<file path="src/rtl/ppce_pkg.sv">
`timescale 1ns / 1ps
// ----------------------------------------------------------------------------
// ppce_pkg - shared types and constants of the packet-pair capacity estimator
// Field widths, register indexes, reset values and the sequencer states.
// ----------------------------------------------------------------------------
package ppce_pkg;

  // field widths
  localparam int unsigned KEY_W   = 32;
  localparam int unsigned SEQ_W   = 32;
  localparam int unsigned SIZE_W  = 16;
  localparam int unsigned OVH_W   = 8;
  localparam int unsigned TIME_W  = 48;
  localparam int unsigned CAP_W   = 29;
  localparam int unsigned CNT_W   = 16;
  localparam int unsigned CFG_W   = 16;
  localparam int unsigned CFG_IDX_W = 1;

  // numerator (size + overhead) * 8000 always fits in CAP_W bits
  localparam int unsigned SUM_W   = SIZE_W + 1;
  localparam int unsigned NUM_W   = CAP_W;
  localparam int unsigned PROD_W  = SUM_W + 13;
  localparam logic [12:0] BITS_PER_BYTE_MS = 13'd8000;

  // divider iteration counter
  localparam int unsigned ITER_W  = $clog2(NUM_W + 1);

  // configuration register indexes
  localparam logic [CFG_IDX_W-1:0] CFG_MIN_PAIR_SIZE   = 1'd0;
  localparam logic [CFG_IDX_W-1:0] CFG_HEADER_OVERHEAD = 1'd1;

  // register reset values
  localparam logic [SIZE_W-1:0] MIN_PAIR_SIZE_RST   = 16'd500;
  localparam logic [OVH_W-1:0]  HEADER_OVERHEAD_RST = 8'd40;

  // sequencer states
  typedef enum logic [2:0] {
    ST_IDLE,
    ST_MUL,
    ST_START,
    ST_DIV,
    ST_LOAD
  } state_e;

  // one result item
  typedef struct packed {
    logic              sample_valid;
    logic [CAP_W-1:0]  capacity_kbps;
    logic [TIME_W-1:0] gap_us;
    logic              duplicate_first;
    logic              summary_valid;
    logic [KEY_W-1:0]  summary_flow;
    logic [SIZE_W-1:0] summary_size;
    logic [CNT_W-1:0]  summary_count;
  } res_t;

  // saturating 16-bit increment
  function automatic logic [CNT_W-1:0] inc_sat(input logic [CNT_W-1:0] v);
    inc_sat = (v == {CNT_W{1'b1}}) ? v : v + {{(CNT_W-1){1'b0}}, 1'b1};
  endfunction

endpackage

</file>
<file path="src/rtl/ppce_div.sv">
`timescale 1ns / 1ps
// ----------------------------------------------------------------------------
// ppce_div - iterative restoring divider
// Divides the capacity numerator by the packet gap, one quotient bit a cycle.
// ----------------------------------------------------------------------------
module ppce_div (
  input  logic                        clk_i,
  input  logic                        rst_ni,
  input  logic                        start_i,
  input  logic [ppce_pkg::NUM_W-1:0]  dividend_i,
  input  logic [ppce_pkg::TIME_W-1:0] divisor_i,
  output logic                        done_o,
  output logic [ppce_pkg::NUM_W-1:0]  quotient_o
);
  import ppce_pkg::*;

  logic              busy_q, busy_d;
  logic              done_q, done_d;
  logic [ITER_W-1:0] cnt_q, cnt_d;
  logic [NUM_W-1:0]  quo_q, quo_d;
  logic [NUM_W-1:0]  rem_q, rem_d;

  logic [NUM_W:0]    rem_sh;
  logic [NUM_W:0]    diff;
  logic              fits;

  // one restoring step: shift in next dividend bit, trial subtract
  always_comb begin
    rem_sh = {rem_q, quo_q[NUM_W-1]};
    fits   = {{(TIME_W-NUM_W-1){1'b0}}, rem_sh} >= divisor_i;
    diff   = rem_sh - divisor_i[NUM_W:0];
  end

  // iteration control
  always_comb begin
    busy_d = busy_q;
    done_d = 1'b0;
    cnt_d  = cnt_q;
    quo_d  = quo_q;
    rem_d  = rem_q;
    if (start_i) begin
      busy_d = 1'b1;
      cnt_d  = ITER_W'(NUM_W);
      quo_d  = dividend_i;
      rem_d  = '0;
    end else if (busy_q) begin
      // remainder stays below the partial dividend, so it fits NUM_W bits
      rem_d = fits ? diff[NUM_W-1:0] : rem_sh[NUM_W-1:0];
      quo_d = {quo_q[NUM_W-2:0], fits};
      cnt_d = cnt_q - ITER_W'(1);
      if (cnt_q == ITER_W'(1)) begin
        busy_d = 1'b0;
        done_d = 1'b1;
      end
    end
  end

  always_ff @(posedge clk_i or negedge rst_ni) begin
    if (!rst_ni) begin
      busy_q <= 1'b0;
      done_q <= 1'b0;
      cnt_q  <= '0;
    end else begin
      busy_q <= busy_d;
      done_q <= done_d;
      cnt_q  <= cnt_d;
    end
  end

  always_ff @(posedge clk_i) begin
    quo_q <= quo_d;
    rem_q <= rem_d;
  end

  assign done_o     = done_q;
  assign quotient_o = quo_q;

endmodule

</file>
<file path="src/rtl/packet_pair_capacity_estimator_top.sv">
`timescale 1ns / 1ps
// ----------------------------------------------------------------------------
// packet_pair_capacity_estimator_top - packet-pair capacity estimator
// Finds back-to-back equal-size packets of one flow and ack, gives a capacity
// sample per qualifying pair and a pair record when a chain with enough pairs ends.
// ----------------------------------------------------------------------------
//  channel  | handshake                | payload
//  ---------+--------------------------+-------------------------------------
//  input    | in_valid_i / in_ready_o  | has_ack_i .. time_us_i
//  output   | out_valid_o / out_ready_i| sample_valid_o .. summary_count_o
//  config   | cfg_we_i                 | cfg_index_i, cfg_data_i
//
//  an item that yields a capacity sample goes from transfer to result through
//  multiply, divider start, 29 restoring steps, done flag, output load.
//  input is ready again after the output load; other items go straight to the load.
//  the result register frees the input side: a new item is taken while the
//  previous result waits; the load waits only if that register is still full.
//  reset clears all flow state and restores the register defaults.
// ----------------------------------------------------------------------------
module packet_pair_capacity_estimator_top (
  input  logic                           clk_i,
  input  logic                           rst_ni,
  // configuration
  input  logic                           cfg_we_i,
  input  logic [ppce_pkg::CFG_IDX_W-1:0] cfg_index_i,
  input  logic [ppce_pkg::CFG_W-1:0]     cfg_data_i,
  // input records
  input  logic                           in_valid_i,
  output logic                           in_ready_o,
  input  logic                           has_ack_i,
  input  logic [ppce_pkg::KEY_W-1:0]     flow_key_i,
  input  logic [ppce_pkg::SEQ_W-1:0]     ack_number_i,
  input  logic [ppce_pkg::SEQ_W-1:0]     seq_start_i,
  input  logic [ppce_pkg::SEQ_W-1:0]     seq_end_i,
  input  logic [ppce_pkg::SIZE_W-1:0]    payload_size_i,
  input  logic [ppce_pkg::TIME_W-1:0]    time_us_i,
  // results
  output logic                           out_valid_o,
  input  logic                           out_ready_i,
  output logic                           sample_valid_o,
  output logic [ppce_pkg::CAP_W-1:0]     capacity_kbps_o,
  output logic [ppce_pkg::TIME_W-1:0]    gap_us_o,
  output logic                           duplicate_first_o,
  output logic                           summary_valid_o,
  output logic [ppce_pkg::KEY_W-1:0]     summary_flow_o,
  output logic [ppce_pkg::SIZE_W-1:0]    summary_size_o,
  output logic [ppce_pkg::CNT_W-1:0]     summary_count_o
);
  import ppce_pkg::*;

  // configuration registers
  logic [SIZE_W-1:0] min_size_q;
  logic [OVH_W-1:0]  ovh_q;

  // flow state
  logic              flow_vld_q, flow_vld_d;
  logic [KEY_W-1:0]  last_flow_q, last_flow_d;
  logic [SEQ_W-1:0]  last_ack_q, last_ack_d;
  logic [CNT_W-1:0]  run_count_q, run_count_d;
  logic [SIZE_W-1:0] run_size_q, run_size_d;
  logic [TIME_W-1:0] last_time_q, last_time_d;
  logic [SEQ_W-1:0]  last_ss_q, last_ss_d;
  logic [SEQ_W-1:0]  last_se_q, last_se_d;
  logic [CNT_W-1:0]  dup_run_q, dup_run_d;
  logic [CNT_W-1:0]  pair_count_q, pair_count_d;
  logic [SIZE_W-1:0] pair_size_q, pair_size_d;
  logic [KEY_W-1:0]  sum_key_q, sum_key_d;

  // sequencer and datapath
  state_e            state_q, state_d;
  res_t              res_q, res_d;
  logic [SUM_W-1:0]  sum_q, sum_d;
  logic [TIME_W-1:0] gap_q, gap_d;
  logic [NUM_W-1:0]  num_q;
  logic [PROD_W-1:0] prod;
  res_t              out_q;
  logic              out_valid_q;

  logic              accept;
  logic              out_free;
  logic              out_load;
  logic              div_start;
  logic              div_done;
  logic [NUM_W-1:0]  div_quo;

  // chain decode signals
  logic              match;
  logic [CNT_W-1:0]  rc_inc;
  logic              pair_cond;
  logic              dup;

  assign accept   = in_valid_i && in_ready_o;
  assign out_free = !out_valid_q || out_ready_i;

  // configuration writes
  always_ff @(posedge clk_i or negedge rst_ni) begin
    if (!rst_ni) begin
      min_size_q <= MIN_PAIR_SIZE_RST;
      ovh_q      <= HEADER_OVERHEAD_RST;
    end else if (cfg_we_i) begin
      unique case (cfg_index_i)
        CFG_MIN_PAIR_SIZE:   min_size_q <= cfg_data_i;
        CFG_HEADER_OVERHEAD: ovh_q      <= cfg_data_i[OVH_W-1:0];
        default: ;
      endcase
    end
  end

  // chain tracking and result decode for one record
  always_comb begin
    match     = flow_vld_q && (flow_key_i == last_flow_q) && (ack_number_i == last_ack_q);
    rc_inc    = inc_sat(run_count_q);
    pair_cond = (rc_inc > CNT_W'(1)) && (run_size_q == payload_size_i) &&
                (run_size_q != '0);
    dup       = (seq_start_i == last_ss_q) && (seq_end_i == last_se_q);

    flow_vld_d   = flow_vld_q;
    last_flow_d  = last_flow_q;
    last_ack_d   = last_ack_q;
    run_count_d  = run_count_q;
    run_size_d   = run_size_q;
    last_time_d  = last_time_q;
    last_ss_d    = last_ss_q;
    last_se_d    = last_se_q;
    dup_run_d    = dup_run_q;
    pair_count_d = pair_count_q;
    pair_size_d  = pair_size_q;
    sum_key_d    = sum_key_q;
    res_d        = '0;
    gap_d        = time_us_i - last_time_q;
    sum_d        = {1'b0, run_size_q} + {{(SUM_W-OVH_W){1'b0}}, ovh_q};

    if (!has_ack_i) begin
      // non-ack record breaks the chain
      flow_vld_d = 1'b0;
    end else if (match) begin
      run_count_d = rc_inc;
      if (pair_cond) begin
        last_ss_d = seq_start_i;
        last_se_d = seq_end_i;
        if (!dup) begin
          dup_run_d          = '0;
          res_d.sample_valid = (run_size_q >= min_size_q) && (time_us_i > last_time_q);
          res_d.gap_us       = res_d.sample_valid ? gap_d : '0;
          pair_count_d       = inc_sat(pair_count_q);
          pair_size_d        = run_size_q;
        end else begin
          dup_run_d             = inc_sat(dup_run_q);
          res_d.duplicate_first = (dup_run_q == '0);
        end
      end
      if (run_size_q != payload_size_i) begin
        run_count_d = '0;
        run_size_d  = payload_size_i;
      end
      last_time_d = time_us_i;
      last_flow_d = flow_key_i;
      flow_vld_d  = 1'b1;
    end else begin
      // new chain: report the ended one if it held enough pairs
      if ((pair_count_q > CNT_W'(1)) && (pair_size_q >= min_size_q)) begin
        res_d.summary_valid = 1'b1;
        res_d.summary_flow  = sum_key_q;
        res_d.summary_size  = pair_size_q;
        res_d.summary_count = pair_count_q;
      end
      last_time_d  = time_us_i;
      run_size_d   = payload_size_i;
      last_ss_d    = '0;
      last_se_d    = '0;
      last_ack_d   = ack_number_i;
      pair_count_d = '0;
      pair_size_d  = payload_size_i;
      sum_key_d    = flow_key_i;
      run_count_d  = CNT_W'(1);
      last_flow_d  = flow_key_i;
      flow_vld_d   = 1'b1;
    end
  end

  // flow state registers
  always_ff @(posedge clk_i or negedge rst_ni) begin
    if (!rst_ni) begin
      flow_vld_q   <= 1'b0;
      last_flow_q  <= '0;
      last_ack_q   <= '0;
      run_count_q  <= '0;
      run_size_q   <= '0;
      last_time_q  <= '0;
      last_ss_q    <= '0;
      last_se_q    <= '0;
      dup_run_q    <= '0;
      pair_count_q <= '0;
      pair_size_q  <= '0;
      sum_key_q    <= '0;
    end else if (accept) begin
      flow_vld_q   <= flow_vld_d;
      last_flow_q  <= last_flow_d;
      last_ack_q   <= last_ack_d;
      run_count_q  <= run_count_d;
      run_size_q   <= run_size_d;
      last_time_q  <= last_time_d;
      last_ss_q    <= last_ss_d;
      last_se_q    <= last_se_d;
      dup_run_q    <= dup_run_d;
      pair_count_q <= pair_count_d;
      pair_size_q  <= pair_size_d;
      sum_key_q    <= sum_key_d;
    end
  end

  // sequencer: next state
  always_comb begin
    state_d = state_q;
    unique case (state_q)
      ST_IDLE:  if (accept) state_d = res_d.sample_valid ? ST_MUL : ST_LOAD;
      ST_MUL:   state_d = ST_START;
      ST_START: state_d = ST_DIV;
      ST_DIV:   if (div_done) state_d = ST_LOAD;
      ST_LOAD:  if (out_free) state_d = ST_IDLE;
      default:  state_d = ST_IDLE;
    endcase
  end

  // sequencer: outputs
  always_comb begin
    in_ready_o = 1'b0;
    div_start  = 1'b0;
    out_load   = 1'b0;
    unique case (state_q)
      ST_IDLE:  in_ready_o = 1'b1;
      ST_START: div_start  = 1'b1;
      ST_LOAD:  out_load   = out_free;
      default: ;
    endcase
  end

  always_ff @(posedge clk_i or negedge rst_ni) begin
    if (!rst_ni) begin
      state_q <= ST_IDLE;
    end else begin
      state_q <= state_d;
    end
  end

  // numerator of the capacity sample
  assign prod = sum_q * BITS_PER_BYTE_MS;

  // pending result and operands
  always_ff @(posedge clk_i) begin
    if (accept) begin
      res_q <= res_d;
      sum_q <= sum_d;
      gap_q <= gap_d;
    end else if (div_done) begin
      // quotient never exceeds the numerator, so it cannot pass the cap
      res_q.capacity_kbps <= div_quo;
    end
    if (state_q == ST_MUL) begin
      num_q <= prod[NUM_W-1:0];
    end
  end

  // single divider for all capacity samples
  ppce_div u_div (
    .clk_i      (clk_i),
    .rst_ni     (rst_ni),
    .start_i    (div_start),
    .dividend_i (num_q),
    .divisor_i  (gap_q),
    .done_o     (div_done),
    .quotient_o (div_quo)
  );

  // output register
  always_ff @(posedge clk_i or negedge rst_ni) begin
    if (!rst_ni) begin
      out_valid_q <= 1'b0;
    end else if (out_load) begin
      out_valid_q <= 1'b1;
    end else if (out_ready_i) begin
      out_valid_q <= 1'b0;
    end
  end

  always_ff @(posedge clk_i) begin
    if (out_load) begin
      out_q <= res_q;
    end
  end

  assign out_valid_o       = out_valid_q;
  assign sample_valid_o    = out_q.sample_valid;
  assign capacity_kbps_o   = out_q.capacity_kbps;
  assign gap_us_o          = out_q.gap_us;
  assign duplicate_first_o = out_q.duplicate_first;
  assign summary_valid_o   = out_q.summary_valid;
  assign summary_flow_o    = out_q.summary_flow;
  assign summary_size_o    = out_q.summary_size;
  assign summary_count_o   = out_q.summary_count;

  // checks
  a_done_in_div: assert property (@(posedge clk_i) disable iff (!rst_ni)
    div_done |-> (state_q == ST_DIV))
    else $error("divider finished outside the divide state");

  a_one_item: assert property (@(posedge clk_i) disable iff (!rst_ni)
    accept |=> !in_ready_o)
    else $error("second record taken while one is in work");

  a_kinds_exclusive: assert property (@(posedge clk_i) disable iff (!rst_ni)
    out_valid_o |-> !(sample_valid_o && summary_valid_o))
    else $error("sample and summary in the same result");

  a_gap_nonzero: assert property (@(posedge clk_i) disable iff (!rst_ni)
    (out_valid_o && sample_valid_o) |-> (gap_us_o != '0))
    else $error("sample with zero gap");

endmodule

</file>
<file path="config.mk">
export PLATFORM = sky130hd
export DESIGN_NAME = packet_pair_capacity_estimator_top
export DESIGN_NICKNAME = d
export VERILOG_FILES = /design/src/rtl/ppce_pkg.sv /design/src/rtl/ppce_div.sv /design/src/rtl/packet_pair_capacity_estimator_top.sv
export SDC_FILE = /design/constraint.sdc
export NUM_CORES = 2
export LEC_CHECK = 0
export ABC_AREA = 1
export BUFFER_PORTS_ARGS = -buffer_cell sky130_fd_sc_hd__buf_2
export CORE_MARGIN = 3
export CORE_UTILIZATION = 61
export CTS_CLUSTER_DIAMETER = 50
export DETAILED_ROUTE_END_ITERATION = 8
export PLACE_DENSITY = 0.81
export SLEW_MARGIN = 20
export SYNTH_ARGS = -nofsm -noshare
export SYNTH_HDL_FRONTEND = slang
export SYNTH_HIERARCHICAL = 1
export SYNTH_SLANG_ARGS = --single-unit
</file>
<file path="constraint.sdc">
create_clock -name clk_i -period 8.17 [get_ports clk_i]
set_input_delay 0.817 -clock clk_i [delete_from_list [all_inputs] [get_ports clk_i]]
set_output_delay 0.817 -clock clk_i [all_outputs]
set_load 0.01 [all_outputs]
</file>
Yosys cells after proc, flatten, opt, wreduce, memory -nomap -nowiden
Cells that the tools add are included.
{"block": "op_classes", "mul": 1, "n_eq_ne": 22, "bitwise": 6, "n_lt_le_gt_ge": 6, "muxes": 45, "n_reduce_logical": 29, "addsub": 7}
{"op": "16-bit two-way mux", "count": 14}
{"op": "32-bit == test", "count": 4}
{"op": "32-bit two-way mux", "count": 4}
{"op": "29-bit two-way mux", "count": 3}
{"op": "65-bit two-way mux", "count": 1}
{"op": "16-bit by 1-bit adder with 16-bit output, second input constant", "count": 3}
{"op": "16-bit == test, second input constant", "count": 3}
{"op": "30-bit by 48-bit >= comparator with 1-bit output", "count": 1}
{"op": "48-bit > comparator", "count": 1}
{"op": "48-bit subtractor", "count": 1}
{"op": "16-bit >= comparator", "count": 2}
{"op": "16-bit by 1-bit > comparator with 1-bit output, second input constant", "count": 2}
{"op": "29-bit subtractor", "count": 1}
{"op": "17-bit by 7-bit multiplier with 23-bit output, second input constant", "count": 1}
{"op": "16-bit by 8-bit adder with 17-bit output", "count": 1}
{"op": "16-bit == test", "count": 1}
{"op": "16-bit zero test", "count": 1}
{"op": "1-bit two-way mux", "count": 16}
{"op": "16-bit != test", "count": 1}
{"op": "16-bit nonzero test", "count": 1}
{"op": "3-bit case mux with 5 select lines", "count": 1}
{"op": "3-bit two-way mux", "count": 4}
{"op": "3-bit AND reduction", "count": 4}
{"op": "5-bit two-way mux", "count": 2}
{"op": "other kinds (19)", "count": 43}
{"block": "word_totals", "ff_bits": 758, "elab_cells": 157, "output_inout_bits": 146, "inputBits": 215}

Logic depth before layout (Yosys ltp)
{"block": "logic_depth", "ltp_word": 11, "mapped_depth": 19, "depth_no_buf": 18}

Cells and area by module
The synthesis kept the hierarchy.
{"mod": "packet_pair_capacity_estimator_top", "n_inst": 1, "cells_each": 4054, "area_each_um2": 36424.9, "seq_area_each_um2": 18943.2}
{"mod": "ppce_div", "n_inst": 1, "cells_each": 872, "area_each_um2": 5348.9, "seq_area_each_um2": 1626.6}

Least setup slack after synthesis
OpenSTA, ideal clock, no wires.
{"block": "synth_path", "path_type": "input to register", "start": "input port out_ready_i", "end": "register out_q (netlist bit capacity_kbps_o[0]), enable pin", "path_buffers": 0, "t_arrival_ns": 6.815, "t_required_ns": 7.521, "path_slack_ns": 0.706, "cell_stages": 2, "setup_time_ns": 0.649, "cell_sequence": "nor2_1 -> nor2_1"}
{"block": "synth_between", "elab_chain_cells": 2}
{"element": "from (decl)", "line_no": "packet_pair_capacity_estimator_top.sv:39", "source": "input logic out_ready_i,"}
{"element": "1-bit logical OR", "line_no": "packet_pair_capacity_estimator_top.sv:93", "source": "assign out_free = !out_valid_q || out_ready_i;"}
{"element": "1-bit two-way mux", "line_no": "packet_pair_capacity_estimator_top.sv:230", "source": "unique case (state_q)"}
{"element": "net out_load", "line_no": "packet_pair_capacity_estimator_top.sv:81", "source": "logic out_load;"}
{"element": "to (signal assigned)", "line_no": "packet_pair_capacity_estimator_top.sv:288", "source": "out_q <= res_q;"}
{"element": "to (decl)", "line_no": "packet_pair_capacity_estimator_top.sv:76", "source": "res_t out_q;"}
The timed path passes the listed nets, and every way through them passes these cells.
A chain may end at the register's enable or synchronous reset.

Worst setup path in the final report
{"block": "layout_path", "start": "register sum_q[2]", "end": "register num_q[25] (data pin)"}
{"block": "layout_between", "elab_chain_cells": 1}
{"element": "from (decl)", "line_no": "packet_pair_capacity_estimator_top.sv:72", "source": "logic [SUM_W-1:0] sum_q, sum_d;"}
{"element": "from (signal assigned)", "line_no": "packet_pair_capacity_estimator_top.sv:253", "source": "sum_q <= sum_d;"}
{"element": "17-bit by 7-bit multiplier with 23-bit output", "line_no": "packet_pair_capacity_estimator_top.sv:247", "source": "assign prod = sum_q * BITS_PER_BYTE_MS;"}
{"element": "net prod[25]", "line_no": "packet_pair_capacity_estimator_top.sv:75", "source": "logic [PROD_W-1:0] prod;"}
{"element": "to (signal assigned)", "line_no": "packet_pair_capacity_estimator_top.sv:260", "source": "num_q <= prod[NUM_W-1:0];"}
{"element": "to (decl)", "line_no": "packet_pair_capacity_estimator_top.sv:74", "source": "logic [NUM_W-1:0] num_q;"}
The timed path passes the listed nets, and every way through them passes these cells.

==> impl_results.md <==
* Status: finished clean
* Largest net degree at the start of global routing at 146
* Die H at 268 µm
* Cell mode on critical path: fa_1
* RD Place Congestion at 0.974
* Library cells used by synthesis at 60
* Cells after DPL at 6082
* LEAKAGE at 23.3 nW
* H-tree depth at 3
* Half-perimeter wire length after placement at 78800 µm
* GRT overflow at 0
* Area grow syn2layout at 14.0%
* CTS root buf: clkbuf_16
* Post-layout min period at 4.81 ns
* RSZ-0062 raised after global routing: no
* Ports at 361
* Register-to-Register Path Depth at 16
* Hold slack at 0.138 ns
* Die Wd at 268 µm
* FF+latch area at 20600 µm²
* Kind of critical path: reg -> reg
* Initial DRC count at 2794
* First-pass GRT wire length at 168000 µm
* Critical Path Source Type: flop
* Slew @ Worst Pin at 1.07 ns
* Synthesized cell area at 41800 µm²
* Worst reg2reg startpoint: sum_q[2]
* Cts repair resizes at 0
* Worst r2r dst: num_q[25]
* TNS Setup at 0 ns
* P_int at 0.0127 W
* Final WL at 106000 µm
* Rel. slew slack at 28.3%
* # clock sinks at 758
* Most frequent cells in the layout: 1371 x nand2_1, 818 x inv_1, 441 x nor2_1
* Clock power share at 18.6%
* Initial antenna violation count at 21
* Fillers at 5170
* Rows at 95
* Cts bufs inserted at 89
* Total core area at 67500 µm²
* CTS tree: built
* Worst-path clk slew at 0.06 ns
* Cell Chain, Critical Path: fa_1, fa_1, inv_1, fa_1, fa_1, inv_1, ha_1, a21oi_1, nand2_1, a21oi_1, o21ai_0, nand2_1, o21ai_0, a21oi_1, o21ai_0, xor2_1
* Syn Inst Count at 4926
* Post-synth EDFFs at 376
* Min-delay worst type: in -> async
* Most common cell after layout, fill and taps aside: nand2_1
* Final Cycle Share at 58.9%
* Synth Register Bits at 758
* Post-route ant nets at 0
* Final Non-Filler Cells at 6263
* Hold Buf Count CTS at 0
* Wire per inst at 17.0 µm
* Net Sw Frac at 43.4%
* Max clock buf depth at 3
* Worst-Skew Late Latency at 0.65 ns
* Final Hold Viols at 0
* Async S/R FF share, synth at 42.7%
* Main synth FF type: edfxtp_1
* CP max-delay cell: fa_1
* Peak supply drop at 0.700 mV
* Max stage delay on crit path at 0.56 ns
* Setup Skew at 0.0338 ns
* Layout cells sized above 1 at 11.5%
* Vias in the first global route at 32.0k
* CP Capture Type: flop
* WP data required at 8.54 ns
* Setup violations, final at 0
* R2r setup slk at 3.36 ns
* Sequential power share at 29.5%
* Worst EP arrival at 5.18 ns
* Syn_area_per_cell at 8.48 µm²
* Crit path max fanout at 5
* Comb power frac at 51.9%
* Vias at 33.5k
* Max-Cap Viols at 0
* Power density over the cells at 470 nW/µm²
* Achievable frequency at 0.208 GHz
* 1st-pass router iterations at 5
* Total Routing Usage GR at 29.5%
* Via density per instance at 5.35
* Starting Density at 61.9%
* Sw power at 0.00970 W
* Final nets at 5755
* Synth warnings at 6
* Die area at 71700 µm²
* Port Buffers at 360
* Sequential area share after synthesis at 49.2%
* # Post-CTS Setup Buffers at 0
* Max Transition Viols Final at 0
* Residual DRC at 0
* Area of the multi-input gates at 17600 µm²
==> routing by layer <==
| layer | wire length [µm] | GRT usage, % | vias up |
|---|---|---|---|
| met5 | 102 | 0 | - |
| met4 | 2930 | 9.17 | 18 |
| met3 | 7260 | 5.44 | 201 |
| met2 | 50100 | 48.5 | 1100 |
| met1 | 45900 | 40.2 | 15781 |
| li1 | - | - | 16431 |
==> worst max path at each step <==
stage                               endpoint  depth (start not counted)  slack (ns)        start
after floorplan           capacity_kbps_o[0]                          2        0.71  out_ready_i
after global placement             num_q[25]                         16        3.50     sum_q[2]
after detailed placement           num_q[25]                         16        3.40     sum_q[2]
after CTS                          num_q[25]                         16        3.38     sum_q[2]
after global routing               num_q[25]                         16        3.02     sum_q[2]
final                              num_q[25]                         16        3.36     sum_q[2]
==> power groups by stage <==
stage / sequential [W] / combinational, W / clock, W
floorplan: 0.00665 / 0.00856 / 0
global placement: 0.00659 / 0.0112 / 0
detailed placement: 0.00663 / 0.0114 / 0
CTS: 0.00659 / 0.0116 / 0.00421
global route: 0.00672 / 0.0133 / 0.00437
finish: 0.00660 / 0.0116 / 0.00416
==> registers in the layout, summed over array words and instances, names as in the netlist, 32 cells and up <==
register        count
last_se_q          32
last_ss_q          32
last_time_q        48
summary_flow_o     32
res_q             144
gap_us_o           48
gap_q              48
last_ack_q         32
sum_key_q          32
last_flow_q        32
==> worst max-delay path, delay by kind of cell (launching register included) <==
| family | cells | cell delay, ns |
|---|---|---|
| fa+ha+maj | 5 | 2.43 |
| flops | 1 | 0.49 |
| xor+xnor | 1 | 0.10 |
| compound gates | 6 | 1.21 |
| buf+inv | 2 | 0.09 |
| simple gates | 2 | 0.23 |
==> final cells by class <==
class	count	share of cell area (%)
Clock inverter	52	1.39
Multi-Input combinational cell	3244	37.0
Tap cell	873	2.29
Clock buffer	116	5.19
Inverter	823	6.51
Antenna cell	11	0.0578
Sequential cell	758	43.2
Timing Repair Buffer	386	4.33
==> through the flow <==
step	setup WS (ns)	utilization, %	power (W)	instance area (µm²)
after floorplan	0.706	-	0.0152	41800
after global placement	3.50	65.8	0.0178	44400
after detailed placement	3.40	65.8	0.0181	44400
after CTS	3.38	70.4	0.0224	47500
after global routing	3.02	70.5	0.0244	47600
final	3.36	70.5	0.0224	47600
==> synth_stat cells (8+ instances only) <==
| cell type | number | share of area [%] |
|---|---|---|
| a21o_1 | 16 | 0.29 |
| a21oi_1 | 150 | 1.8 |
| and2_1 | 14 | 0.21 |
| buf_1 | 8 | 0.072 |
| buf_2 | 26 | 0.31 |
| buf_6 | 9 | 0.24 |
| clkbuf_1 | 58 | 0.52 |
| dfrtp_1 | 316 | 19 |
| dfstp_2 | 8 | 0.50 |
| dfxtp_1 | 58 | 2.8 |
| edfxtp_1 | 376 | 27 |
| fa_1 | 61 | 2.9 |
| ha_1 | 177 | 5.3 |
| inv_1 | 819 | 7.4 |
| mux2_2 | 8 | 0.22 |
| nand2_1 | 1372 | 12 |
| nand2_2 | 14 | 0.21 |
| nand3_1 | 167 | 2.0 |
| nand3_2 | 13 | 0.31 |
| nand3b_1 | 13 | 0.23 |
| nand4_1 | 73 | 1.1 |
| nor2_1 | 443 | 4.0 |
| nor2_2 | 11 | 0.16 |
| nor3_1 | 53 | 0.63 |
| nor4_1 | 20 | 0.30 |
| o21a_1 | 8 | 0.14 |
| o21ai_0 | 295 | 3.5 |
| o21ai_1 | 40 | 0.48 |
| o21bai_1 | 9 | 0.16 |
| o22ai_1 | 20 | 0.30 |
| xnor2_1 | 93 | 1.9 |
| xor2_1 | 111 | 2.3 |
==> cell families after synthesis <==
kind of cell | Yosys count | share of synthesized area [%]
and+or+nand+nor | 2219 | 22.1
buffers and inverters | 929 | 8.67
DFF | 758 | 49.2
AOI/OAI and AO/OA | 569 | 7.29
adders and majority gates | 238 | 8.22
xor gates and xnor gates | 204 | 4.28
muxes | 8 | 0.216
other | 1 | 0.00898
Power figures use the tool's default switching activity.
